**src/rtl/cubemap_face_texel_address_unit_defines.svh**
```systemverilog
// Assertion macros used by the cube-map face/texel address top level.
// No dependencies; include by bare file name inside a module body.
`ifndef CUBEMAP_FACE_TEXEL_ADDRESS_UNIT_DEFINES_SVH
`define CUBEMAP_FACE_TEXEL_ADDRESS_UNIT_DEFINES_SVH

// Same-cycle implication, disabled during reset.
`define CFTA_ASSERT_IMPL(label, clk, rst_n, ante, cons) \
    label: assert property (@(posedge clk) disable iff (!rst_n) (ante) |-> (cons)) \
        else $error("cfta assertion failed");

// Next-cycle implication, disabled during reset.
`define CFTA_ASSERT_NEXT(label, clk, rst_n, ante, cons) \
    label: assert property (@(posedge clk) disable iff (!rst_n) (ante) |=> (cons)) \
        else $error("cfta assertion failed");

`endif

```
**src/rtl/cfta_pkg.sv**
```systemverilog
// Package for the cube-map face/texel address unit: widths, codes, stage types,
// the divider step function and the face-size clamp. No dependencies.
package cfta_pkg;

    localparam int COORD_BITS     = 16;
    localparam int FRAC_BITS      = 16;
    localparam int MAX_FACE_DIM   = 4096;

    localparam int CFG_W          = 13;
    localparam int CFG_IDX_W      = 1;
    localparam int TEXEL_W        = 12;
    localparam int FACE_W         = 3;

    localparam int MAG_W          = COORD_BITS;       // |component| up to 2^(C-1)
    localparam int SC_W           = COORD_BITS + 1;   // negated component fits
    localparam int DIV_W          = COORD_BITS + 1;   // 2*ma and partial remainder
    localparam int DIM_W          = $clog2(MAX_FACE_DIM + 1);
    localparam int PROD_W         = FRAC_BITS + DIM_W;
    localparam int BITS_PER_STAGE = 2;
    localparam int DIV_STAGES     = (FRAC_BITS + BITS_PER_STAGE - 1) / BITS_PER_STAGE;

    typedef enum logic [FACE_W-1:0] {
        FACE_POS_X = 3'd0,
        FACE_NEG_X = 3'd1,
        FACE_POS_Y = 3'd2,
        FACE_NEG_Y = 3'd3,
        FACE_POS_Z = 3'd4,
        FACE_NEG_Z = 3'd5
    } face_t;

    typedef enum logic [CFG_IDX_W-1:0] {
        REG_FACE_WIDTH  = 1'b0,
        REG_FACE_HEIGHT = 1'b1
    } cfg_reg_t;

    typedef struct packed {
        logic                    zero;
        face_t                   face;
        logic signed [SC_W-1:0]  sc;
        logic signed [SC_W-1:0]  tc;
        logic [MAG_W-1:0]        ma;
    } sel_t;

    typedef struct packed {
        logic                    zero;
        face_t                   face;
        logic [DIV_W-1:0]        den;
        logic [DIV_W-1:0]        ru;
        logic [DIV_W-1:0]        rv;
        logic [FRAC_BITS-1:0]    qu;
        logic [FRAC_BITS-1:0]    qv;
    } div_t;

    typedef struct packed {
        logic [DIV_W-1:0]        rem;
        logic [FRAC_BITS-1:0]    quo;
    } step_t;

    // Restoring division, BITS_PER_STAGE quotient bits; bits past FRAC_BITS skipped.
    function automatic step_t div_step(input logic [DIV_W-1:0] den,
                                       input logic [DIV_W-1:0] rem_in,
                                       input logic [FRAC_BITS-1:0] quo_in,
                                       input int first);
        step_t          res;
        logic [DIV_W:0] r2;
        res.rem = rem_in;
        res.quo = quo_in;
        for (int k = 0; k < BITS_PER_STAGE; k++) begin
            if (first + k < FRAC_BITS) begin
                r2 = {res.rem, 1'b0};
                if (r2 >= {1'b0, den}) begin
                    r2      = r2 - {1'b0, den};
                    res.quo = {res.quo[FRAC_BITS-2:0], 1'b1};
                end
                else begin
                    res.quo = {res.quo[FRAC_BITS-2:0], 1'b0};
                end
                res.rem = r2[DIV_W-1:0];
            end
        end
        return res;
    endfunction

    // Zero reads as one, oversize saturates.
    function automatic logic [DIM_W-1:0] eff_dim(input logic [CFG_W-1:0] r);
        logic [DIM_W-1:0] d;
        if (r == '0)
            d = DIM_W'(1);
        else if (32'(r) > MAX_FACE_DIM)
            d = DIM_W'(MAX_FACE_DIM);
        else
            d = DIM_W'(r);
        return d;
    endfunction

endpackage

```
**src/rtl/cfta_face_sel.sv**
```systemverilog
// Major-axis face pick and sc/tc/ma selection for one direction vector.
// Depends on cfta_pkg.
module cfta_face_sel (
    input  logic signed [cfta_pkg::COORD_BITS-1:0] x,
    input  logic signed [cfta_pkg::COORD_BITS-1:0] y,
    input  logic signed [cfta_pkg::COORD_BITS-1:0] z,
    output cfta_pkg::sel_t                         sel
);
    import cfta_pkg::*;

    logic signed [SC_W-1:0] xe, ye, ze;
    logic signed [SC_W-1:0] xa, ya, za;
    logic [MAG_W-1:0]       ax, ay, az;
    logic                   xpos, ypos, zpos;

    assign xe = SC_W'(x);
    assign ye = SC_W'(y);
    assign ze = SC_W'(z);
    assign xa = xe[SC_W-1] ? -xe : xe;
    assign ya = ye[SC_W-1] ? -ye : ye;
    assign za = ze[SC_W-1] ? -ze : ze;
    assign ax = xa[MAG_W-1:0];
    assign ay = ya[MAG_W-1:0];
    assign az = za[MAG_W-1:0];
    assign xpos = !x[COORD_BITS-1] && (x != '0);
    assign ypos = !y[COORD_BITS-1] && (y != '0);
    assign zpos = !z[COORD_BITS-1] && (z != '0);

    always_comb
    begin
        sel.zero = (x == '0) && (y == '0) && (z == '0);
        if (ax > ay && ax > az) begin
            sel.ma = ax;
            sel.tc = ye;
            if (xpos) begin
                sel.face = FACE_POS_X;
                sel.sc   = ze;
            end
            else begin
                sel.face = FACE_NEG_X;
                sel.sc   = -ze;
            end
        end
        else if (ay > az) begin
            sel.ma = ay;
            sel.sc = xe;
            if (ypos) begin
                sel.face = FACE_POS_Y;
                sel.tc   = ze;
            end
            else begin
                sel.face = FACE_NEG_Y;
                sel.tc   = -ze;
            end
        end
        else begin
            sel.ma = az;
            sel.tc = ye;
            if (zpos) begin
                sel.face = FACE_POS_Z;
                sel.sc   = -xe;
            end
            else begin
                sel.face = FACE_NEG_Z;
                sel.sc   = xe;
            end
        end
    end

endmodule

```
**src/rtl/cubemap_face_texel_address_unit.sv**
```systemverilog
// Top level of the cube-map face/texel address unit: pipeline, config regs.
// Depends on cfta_pkg, cfta_face_sel and cubemap_face_texel_address_unit_defines.svh.
//
// Usage:
//   Input channel: dir_x/dir_y/dir_z with in_valid/in_stall. A transaction
//   completes on a clock edge with in_valid high and in_stall low.
//   Output channel: face, u_frac, v_frac, texel_x, texel_y, zero_vector with
//   out_valid/out_stall, same rule.
//   Config: cfg_wr_en writes cfg_wdata into face_width (index 0) or
//   face_height (index 1). Write only while the pipeline is empty.
//   Throughput: one transaction per clock while out_stall is low. Stages, in
//   order: one face-select stage, one divider setup stage, the divide
//   stages with two quotient bits per stage for u and v in parallel, then
//   one 16x13 multiply stage that is also the output reg.
//   Reset: all stages empty, both face sizes return to 512.
//   Stall: each stage holds while the next one is full and stalled; bubbles
//   collapse, so in_stall rises only when every stage holds a transaction.
module cubemap_face_texel_address_unit (
    input  logic                                   clk,
    input  logic                                   rst_n,
    input  logic                                   cfg_wr_en,
    input  logic [cfta_pkg::CFG_IDX_W-1:0]         cfg_index,
    input  logic [cfta_pkg::CFG_W-1:0]             cfg_wdata,
    input  logic                                   in_valid,
    output logic                                   in_stall,
    input  logic signed [cfta_pkg::COORD_BITS-1:0] dir_x,
    input  logic signed [cfta_pkg::COORD_BITS-1:0] dir_y,
    input  logic signed [cfta_pkg::COORD_BITS-1:0] dir_z,
    output logic                                   out_valid,
    input  logic                                   out_stall,
    output logic [cfta_pkg::FACE_W-1:0]            face,
    output logic [cfta_pkg::FRAC_BITS-1:0]         u_frac,
    output logic [cfta_pkg::FRAC_BITS-1:0]         v_frac,
    output logic [cfta_pkg::TEXEL_W-1:0]           texel_x,
    output logic [cfta_pkg::TEXEL_W-1:0]           texel_y,
    output logic                                   zero_vector
);
    import cfta_pkg::*;
    `include "cubemap_face_texel_address_unit_defines.svh"

    // Stage map: 0 select, 1 divider setup, 2..DIV_STAGES+1 divide, last output.
    localparam int NST = DIV_STAGES + 3;

    typedef struct packed {
        logic                 zero;
        face_t                face;
        logic [FRAC_BITS-1:0] u;
        logic [FRAC_BITS-1:0] v;
        logic [PROD_W-1:0]    px;
        logic [PROD_W-1:0]    py;
    } out_t;

    logic [CFG_W-1:0] face_width_reg, face_height_reg;
    logic [DIM_W-1:0] eff_w, eff_h;

    logic [NST-1:0]   vld_reg;
    logic [NST-1:0]   rdy;

    sel_t             sel_next, sel_reg;
    div_t             div_reg [DIV_STAGES+1];
    div_t             init_next;
    out_t             out_next, out_reg;

    logic signed [SC_W:0] nu, nv;

    // ---------------- configuration ----------------
    always_ff @(posedge clk or negedge rst_n)
    begin
        if (!rst_n) begin
            face_width_reg  <= CFG_W'(512);
            face_height_reg <= CFG_W'(512);
        end
        else if (cfg_wr_en) begin
            unique case (cfg_index)
                REG_FACE_WIDTH:  face_width_reg  <= cfg_wdata;
                REG_FACE_HEIGHT: face_height_reg <= cfg_wdata;
                default: ;
            endcase
        end
    end

    assign eff_w = eff_dim(face_width_reg);
    assign eff_h = eff_dim(face_height_reg);

    // ---------------- flow control ----------------
    // A stage takes new data when empty or when its contents move on.
    always_comb
    begin
        rdy[NST-1] = !vld_reg[NST-1] || !out_stall;
        for (int i = NST - 2; i >= 0; i--)
            rdy[i] = !vld_reg[i] || rdy[i+1];
    end

    assign in_stall = !rdy[0];

    always_ff @(posedge clk or negedge rst_n)
    begin
        if (!rst_n) begin
            vld_reg <= '0;
        end
        else begin
            if (rdy[0])
                vld_reg[0] <= in_valid;
            for (int i = 1; i < NST; i++)
                if (rdy[i])
                    vld_reg[i] <= vld_reg[i-1];
        end
    end

    // ---------------- stage 0: face select ----------------
    cfta_face_sel u_face_sel (
        .x   (dir_x),
        .y   (dir_y),
        .z   (dir_z),
        .sel (sel_next)
    );

    always_ff @(posedge clk)
    begin
        if (rdy[0])
            sel_reg <= sel_next;
    end

    // ---------------- stage 1: divider setup ----------------
    // n = s + ma in [0, 2ma]; n == 2ma is the 1.0 case, which wraps to 0.
    assign nu = (SC_W+1)'(sel_reg.sc) + (SC_W+1)'(sel_reg.ma);
    assign nv = (SC_W+1)'(sel_reg.tc) + (SC_W+1)'(sel_reg.ma);

    always_comb
    begin
        init_next.zero = sel_reg.zero;
        init_next.face = sel_reg.face;
        init_next.den  = {sel_reg.ma, 1'b0};
        init_next.ru   = (nu[DIV_W-1:0] == init_next.den) ? '0 : nu[DIV_W-1:0];
        init_next.rv   = (nv[DIV_W-1:0] == init_next.den) ? '0 : nv[DIV_W-1:0];
        init_next.qu   = '0;
        init_next.qv   = '0;
    end

    always_ff @(posedge clk)
    begin
        if (rdy[1])
            div_reg[0] <= init_next;
    end

    // ---------------- divide stages ----------------
    for (genvar g = 1; g <= DIV_STAGES; g++) begin : g_div
        div_t  nxt;
        step_t su, sv;

        assign su = div_step(div_reg[g-1].den, div_reg[g-1].ru, div_reg[g-1].qu,
                             (g - 1) * BITS_PER_STAGE);
        assign sv = div_step(div_reg[g-1].den, div_reg[g-1].rv, div_reg[g-1].qv,
                             (g - 1) * BITS_PER_STAGE);

        always_comb
        begin
            nxt      = div_reg[g-1];
            nxt.ru   = su.rem;
            nxt.qu   = su.quo;
            nxt.rv   = sv.rem;
            nxt.qv   = sv.quo;
        end

        always_ff @(posedge clk)
        begin
            if (rdy[g+1])
                div_reg[g] <= nxt;
        end
    end

    // ---------------- output stage: scale to texels ----------------
    always_comb
    begin
        out_next.zero = div_reg[DIV_STAGES].zero;
        out_next.face = div_reg[DIV_STAGES].zero ? FACE_POS_X : div_reg[DIV_STAGES].face;
        out_next.u    = div_reg[DIV_STAGES].zero ? '0 : div_reg[DIV_STAGES].qu;
        out_next.v    = div_reg[DIV_STAGES].zero ? '0 : div_reg[DIV_STAGES].qv;
        out_next.px   = PROD_W'(out_next.u) * PROD_W'(eff_w);
        out_next.py   = PROD_W'(out_next.v) * PROD_W'(eff_h);
    end

    always_ff @(posedge clk)
    begin
        if (rdy[NST-1])
            out_reg <= out_next;
    end

    assign out_valid   = vld_reg[NST-1];
    assign face        = out_reg.face;
    assign u_frac      = out_reg.u;
    assign v_frac      = out_reg.v;
    assign texel_x     = out_reg.px[FRAC_BITS +: TEXEL_W];
    assign texel_y     = out_reg.py[FRAC_BITS +: TEXEL_W];
    assign zero_vector = out_reg.zero;

    // ---------------- assertions ----------------
    `CFTA_ASSERT_IMPL(a_zero_clears, clk, rst_n, out_valid && zero_vector,
                      face == FACE_POS_X && u_frac == '0 && v_frac == '0
                      && texel_x == '0 && texel_y == '0)
    `CFTA_ASSERT_IMPL(a_face_range, clk, rst_n, out_valid, face <= FACE_NEG_Z)
    `CFTA_ASSERT_IMPL(a_texel_x_range, clk, rst_n, out_valid, DIM_W'(texel_x) < eff_w)
    `CFTA_ASSERT_IMPL(a_stall_only_full, clk, rst_n, in_stall, &vld_reg)
    `CFTA_ASSERT_NEXT(a_held_on_stall, clk, rst_n, vld_reg[NST-2] && !rdy[NST-1], vld_reg[NST-2])

endmodule

```
**config.mk**
```make
export PLATFORM = sky130hd
export DESIGN_NAME = cubemap_face_texel_address_unit
export DESIGN_NICKNAME = d
export VERILOG_FILES = /design/src/rtl/cfta_pkg.sv /design/src/rtl/cfta_face_sel.sv /design/src/rtl/cubemap_face_texel_address_unit.sv
export VERILOG_INCLUDE_DIRS = /design/src /design/src/rtl
export SDC_FILE = /design/constraint.sdc
export NUM_CORES = 2
export LEC_CHECK = 0
export BUFFER_PORTS_ARGS = -buffer_cell sky130_fd_sc_hd__buf_2
export CORE_MARGIN = 2
export CORE_UTILIZATION = 55
export CTS_CLUSTER_DIAMETER = 30
export DETAILED_ROUTE_END_ITERATION = 10
export PLACE_DENSITY = 0.71
export REMOVE_ABC_BUFFERS = 1
export SYNTH_ARGS = -nofsm -noshare
export SYNTH_HDL_FRONTEND = slang
export SYNTH_SLANG_ARGS = --single-unit
```
**constraint.sdc**
```tcl
create_clock -name clk -period 21.3 [get_ports clk]
set_clock_uncertainty 0.15 [all_clocks]
set_input_delay 2.13 -clock clk [delete_from_list [all_inputs] [get_ports clk]]
set_output_delay 2.13 -clock clk [all_outputs]
set_load 0.01 [all_outputs]
```
# --- Word level (Yosys, flattened, before mapping) ---
# Memories as Yosys holds them, arrays and structs flattened.
# Index checks and enable logic that the tools add are counted.
# W data, S select, Z words.
totals:
  ff_bits: 183
  mem_bits_rw: 783
  output_inout_bits: 62
  wordCells: 246
  memories: 1
op_classes:
  n_addsub: 37
  mul: 2
  magnitude_cmp: 37
  n_eq_ne: 2
  mux: 99
  bitwise_logic: 1
  n_reduce_logical: 43
mem_list:
  columns: ["name", "depth", "width", "rd", "rd_clocked_by_memory_dff", "wr", "line", "rtl"]
  rows:
  - ["div_reg", 9, 87, 9, 0, 9, "cubemap_face_texel_address_unit.sv:60", "div_t div_reg [DIV_STAGES+1];"]
op_table:
  columns: ["cell", "count"]
  rows:
  - ["$mux W17", 35]
  - ["$ge A18 B17 Y1", 32]
  - ["$sub A17 B17 Y17", 32]
  - ["$mux W53", 2]
  - ["$mux W16", 5]
  - ["$mul A16 B13 Y28", 2]
  - ["$mux W13", 4]
  - ["$mux W1", 51]
  - ["$gt A16 B16 Y1", 3]
  - ["$logic_not A16 Y1", 3]
  - ["$reduce_bool A16 Y1", 3]
  - ["$mux W18", 2]
  - ["$add A17 B17 Y17", 2]
  - ["$eq A17 B17 Y1", 2]
  - ["$neg A16 Y17", 2]
  - ["$gt A13 B13 Y1 const B", 2]
  - ["$logic_not A13 Y1", 2]
  - ["$logic_not A1 Y1", 16]
  - ["$neg A16 Y16", 1]
  - ["$logic_or A1 B1 Y1", 11]
  - ["$logic_and A1 B1 Y1", 6]
  - ["$reduce_and A2 Y1", 2]
  - ["$not A1 Y1", 1]

# --- Longest topological paths before layout ---
logic_depth:
  word_depth: 13
  mapped_depth: 26
  ltp_nobuf: 23

# --- Hierarchy ---
# From an unflattened synthesis, not the netlist that was laid out.
hier_totals:
  hier_cells: 6981
  hier_area_um2: 68231.7
by_module_without_submodules:
  columns: ["module", "n_inst", "cells_per_inst", "area_per_inst_um2"]
  rows:
  - ["cubemap_face_texel_address_unit", 1, 6389, 64210.3]
  - ["cfta_face_sel", 1, 592, 4021.4]

# --- Worst setup path before layout ---
# OpenSTA, ideal clock, no wires.
synth_path:
  path_type: "input -> output"
  start: "input out_stall"
  end: "output in_stall"
  arrival_time_ps: 7934
  t_required_ps: 19020
  setup_slack_ps: 11086
  stages: 6
  path_buffers: 0
  cell_sequence: "nand3_1 nor2_1 nand3_1 nor2_1 nand4_1 inv_1"
synth_between:
  elab_chain_len: 13
synth_rtl:
  columns: ["element", "line", "rtl"]
  rows:
  - ["from (decl)", "cubemap_face_texel_address_unit.sv:30", "input logic out_stall,"]
  - ["$logic_not A1 Y1", "cubemap_face_texel_address_unit.sv:89", "rdy[NST-1] = !vld_reg[NST-1] || !out_stall;"]
  - ["$logic_or A1 B1 Y1", "cubemap_face_texel_address_unit.sv:89", null]
  - ["$logic_or A1 B1 Y1 (6 in series)", "cubemap_face_texel_address_unit.sv:91", "rdy[i] = !vld_reg[i] || rdy[i+1];"]
  - ["via rdy[4]", "cubemap_face_texel_address_unit.sv:57", "logic [NST-1:0] rdy;"]
  - ["$logic_or A1 B1 Y1 (4 in series)", "cubemap_face_texel_address_unit.sv:91", null]
  - ["$logic_not A1 Y1", "cubemap_face_texel_address_unit.sv:94", "assign in_stall = !rdy[0];"]
  - ["to (decl)", "cubemap_face_texel_address_unit.sv:25", "output logic in_stall,"]
# The timed path passes the listed nets, and every way through them passes these cells.

==> impl_metrics.csv <==
group,metric,value,unit
setup_path,r2r_slack,13.53,ns
setup_path,cp_slowest_cell,"dfrtp_1",
synthesis,synth_fa_ha_area_share,22.90,%
die,die_w,354.6,um
synthesis,synth_top_area_share,30.20,%
timing,grt_setup_unrepaired,"no",
drt,vias,52370,
synthesis,syn_area,67610,um2
clock_network,clkTransAtPathRegs,0.05,ns
clock_network,cts_sinks,717,
setup_path,crit_chain,"inv_1 -> nand2_1 -> nor2_1 -> fa_1 -> inv_1 -> fa_1 -> inv_1 -> fa_1 -> fa_1 -> inv_1 -> fa_1 -> inv_1 -> ha_1 -> a21oi_1 -> o211ai_1 -> a221oi_1 -> o211ai_1 -> a31oi_1 -> o21a_1 -> o21ai_1 -> nor4_1 -> a311oi_1",
synthesis,yosys_warnings,0,
clock_network,ctsHtreeMaxLevel,4,
timing,tightest_slew,1.170,ns
timing,fmax,0.1286,GHz
global_routing,use_met1,38.99,%
setup_path,cp-end-kind,"flop",
global_routing,grtUsageTotal,28.17,%
global_routing,overflow,0,
setup_path,path_class,"reg2reg",
die,initial_core_util,55.48,%
drt,drt_iter0_markers,4976,
synthesis,yosys-top-cells-area,"edfxtp_1 30%, ha_1 13%, fa_1 9.6%",
drt,routedWlPerCell,20.18,um
global_routing,grt_max_degree,72,
synthesis,ys_seq_elements,717,
drt,drc_errors,0,
synthesis,synthXorXnorAreaFrac,6.843,%
setup_path,critical_path_peak_fanout,21,
timing,slew_violations,0,
global_routing,grt_pass1_wl,281300,um
setup_path,r2r_cells,22,
global_routing,use_met2,45.16,%
drt,drt_wl_total,177700,um
global_routing,antenna_found_initial,2,
global_routing,grt_pass1_vias,51650,
die,die_area,125800,um2
drt,viasPerCell,5.947,
min_path,whs_path_depth,0,
drt,ant_nets,0,
setup_path,reg2reg_to,"texel_x[11]$_DFFE_PP_",
flow_run,drv_cap,0,
finish,finalNetCount,8150,
placed_design,port_buffers,128,
clock_network,cts_made_buffers,164,
clock_network,root_buffer,"clkbuf_16",
min_path,whs_endpoint,"div_reg[0][721]$_DFFE_PP_",
global_routing,grt.busiest_layer,"met2",
synthesis,ys_async_sr_fraction,5.160,%
setup_path,cp-start-kind,"flop",
placed_design,gp_congestion,0.9517,
synthesis,synth_top_family_by_area,"adder cells",
timing,relSlewSlack,21.87,%
finish,n_antenna_cell,0,
synthesis,yosysSeqAreaShare,31.57,%
timing,setup_viol,0,
synthesis,synth_cells,6894,
setup_path,regToRegStartpoint,"face_width_reg[12]$_DFFE_PN0P_",
synthesis,synth-main-ff-cell,"edfxtp_1",
synthesis,synth_compound_area_share,13.63,%
timing,fin_tns_setup,0,ns
die,placementRows,128,
synthesis,synth_mux_area_share,6.116,%
synthesis,synth_common_cells,"719 x ha_1, 680 x edfxtp_1, 675 x inv_1, 588 x nor2_1, 505 x nand2_1",
timing,period_needed,7.774,ns
synthesis,post-synth-top-count-cell,"ha_1",
min_path,hold_path_class,"reg2reg",
finish,largest_reg_flops,566,
placed_design,hpwlAfterDp,139200,um
min_path,hp-start,"div_reg[0][632]$_DFFE_PP_",
die,fp.coreArea,121900,um2
synthesis,synthSimpleGateAreaFrac,13.95,%
die,io_pins,129,
synthesis,synth_edf_count,680,
finish,drive_gt1_share,12.23,%
synthesis,synth_largest_area_cell,"edfxtp_1",
setup_path,arrival,8.11,ns
clock_network,clk_path_buf_depth,3,
clock_network,clk_latency,0.78,ns
setup_path,slowest_delay,0.76,ns
clock_network,ctsHoldBuffers,0,
die,fp.dieH,354.6,um
clock_network,postCtsSetupRepairBufs,0,
synthesis,syn_area_per_cell,9.808,um2
synthesis,ys_types,104,
status,status,"finished, final reports clean",
drt,dr.pass1.iters,6,
setup_path,critPathRequiredTime,21.64,ns
timing,finalCritPeriodShare,36.50,%
timing,final-hold-violation-count,0,
global_routing,grt_use_met3,4.051,%
clock_network,tritoncts,"yes",
clock_network,cts.repair.resized,0,
finish,area_growth,11.73,%
metrics by stage:
stage	setup slack, ns	hold WS, ns	utilization, %	std cells	area [um2]
CTS	13.59	0.2575	61.99	8806	75550
floorplan	11.09	0.2503	-	6713	66860
global route	13.19	0.2655	61.99	8806	75550
global placement	13.64	0.2519	57.33	8499	69870
detailed placement	13.58	0.2545	57.33	8499	69870
finish	13.53	0.2596	61.99	8806	75550
logic make-up (layout without fill, tap and decap cells):
group | Yosys count | after routing
fa+ha+maj | 1043 | 1043
flops | 717 | 717
xor+xnor | 518 | 518
buf+inv | 881 | 1168
compound gates | 1401 | 1401
mux | 371 | 371
simple gates | 1963 | 1963
layout make-up:
type	instances	area [um2]
clock inverter	122	1473
sequential	717	21350
clock buffer	185	4204
multi-input combinational	5296	42980
tap	1625	2033
fill	9943	46330
inverter	700	2628
timing repair buffer	161	888.4
worst max-delay path by stage:
stage / start / to / slack, ns / cells past startpoint
floorplan: out_stall / in_stall / 11.09 / 6
global placement: dir_x[1] / init_next[68]$_DFFE_PN_ / 13.64 / 17
detailed placement: dir_x[0] / init_next[68]$_DFFE_PN_ / 13.58 / 19
CTS: div_reg[0][782]$_DFFE_PP_ / texel_y[11]$_DFFE_PP_ / 13.59 / 21
global route: face_width_reg[12]$_DFFE_PN0P_ / texel_x[6]$_DFFE_PP_ / 13.19 / 22
finish: face_width_reg[12]$_DFFE_PN0P_ / texel_x[11]$_DFFE_PP_ / 13.53 / 22
routing by layer:
layer | vias to the layer above | routed length [um]
met4 | 2 | 5972
met2 | 1849 | 81880
li1 | 24970 | -
met1 | 25240 | 78460
met3 | 313 | 11410
met5 | - | 11
cell usage in the layout (no fill, tap or decap), types with 33 or more instances in the layout:
cell type    n
and2_1      46
inv_1      673
o21ai_0    278
buf_2      128
a31oi_1     48
o211ai_1    47
dfrtp_1     35
ha_1       719
clkbuf_16  165
o21bai_1    53
a211oi_1    45
clkinv_1    37
nand2_1    502
nor2b_1    112
nor3_1     136
xnor2_1    337
nand4_1     94
xor2_1     174
buf_4       33
nand2b_1   111
mux2i_1     34
edfxtp_1   680
or3_1       41
a21oi_1    378
o21a_1      94
mux2_2     336
nand3_1    132
a21o_1     164
and3_1      45
fa_1       324
nor4_1      33
nor2_1     588
critical path: cells and delay by family, from the launching register on:
family | cells | cell delay, ns
DFF | 1 | 0.76
and+or+nand+nor | 3 | 0.89
AOI/OAI and AO/OA | 8 | 2.06
buffers and inverters | 5 | 0.73
adders and majority gates | 6 | 2.89
Power is left out: the tool's default activity adds up to more than one toggle a clock period on the data nets, which glitch-free logic cannot reach.
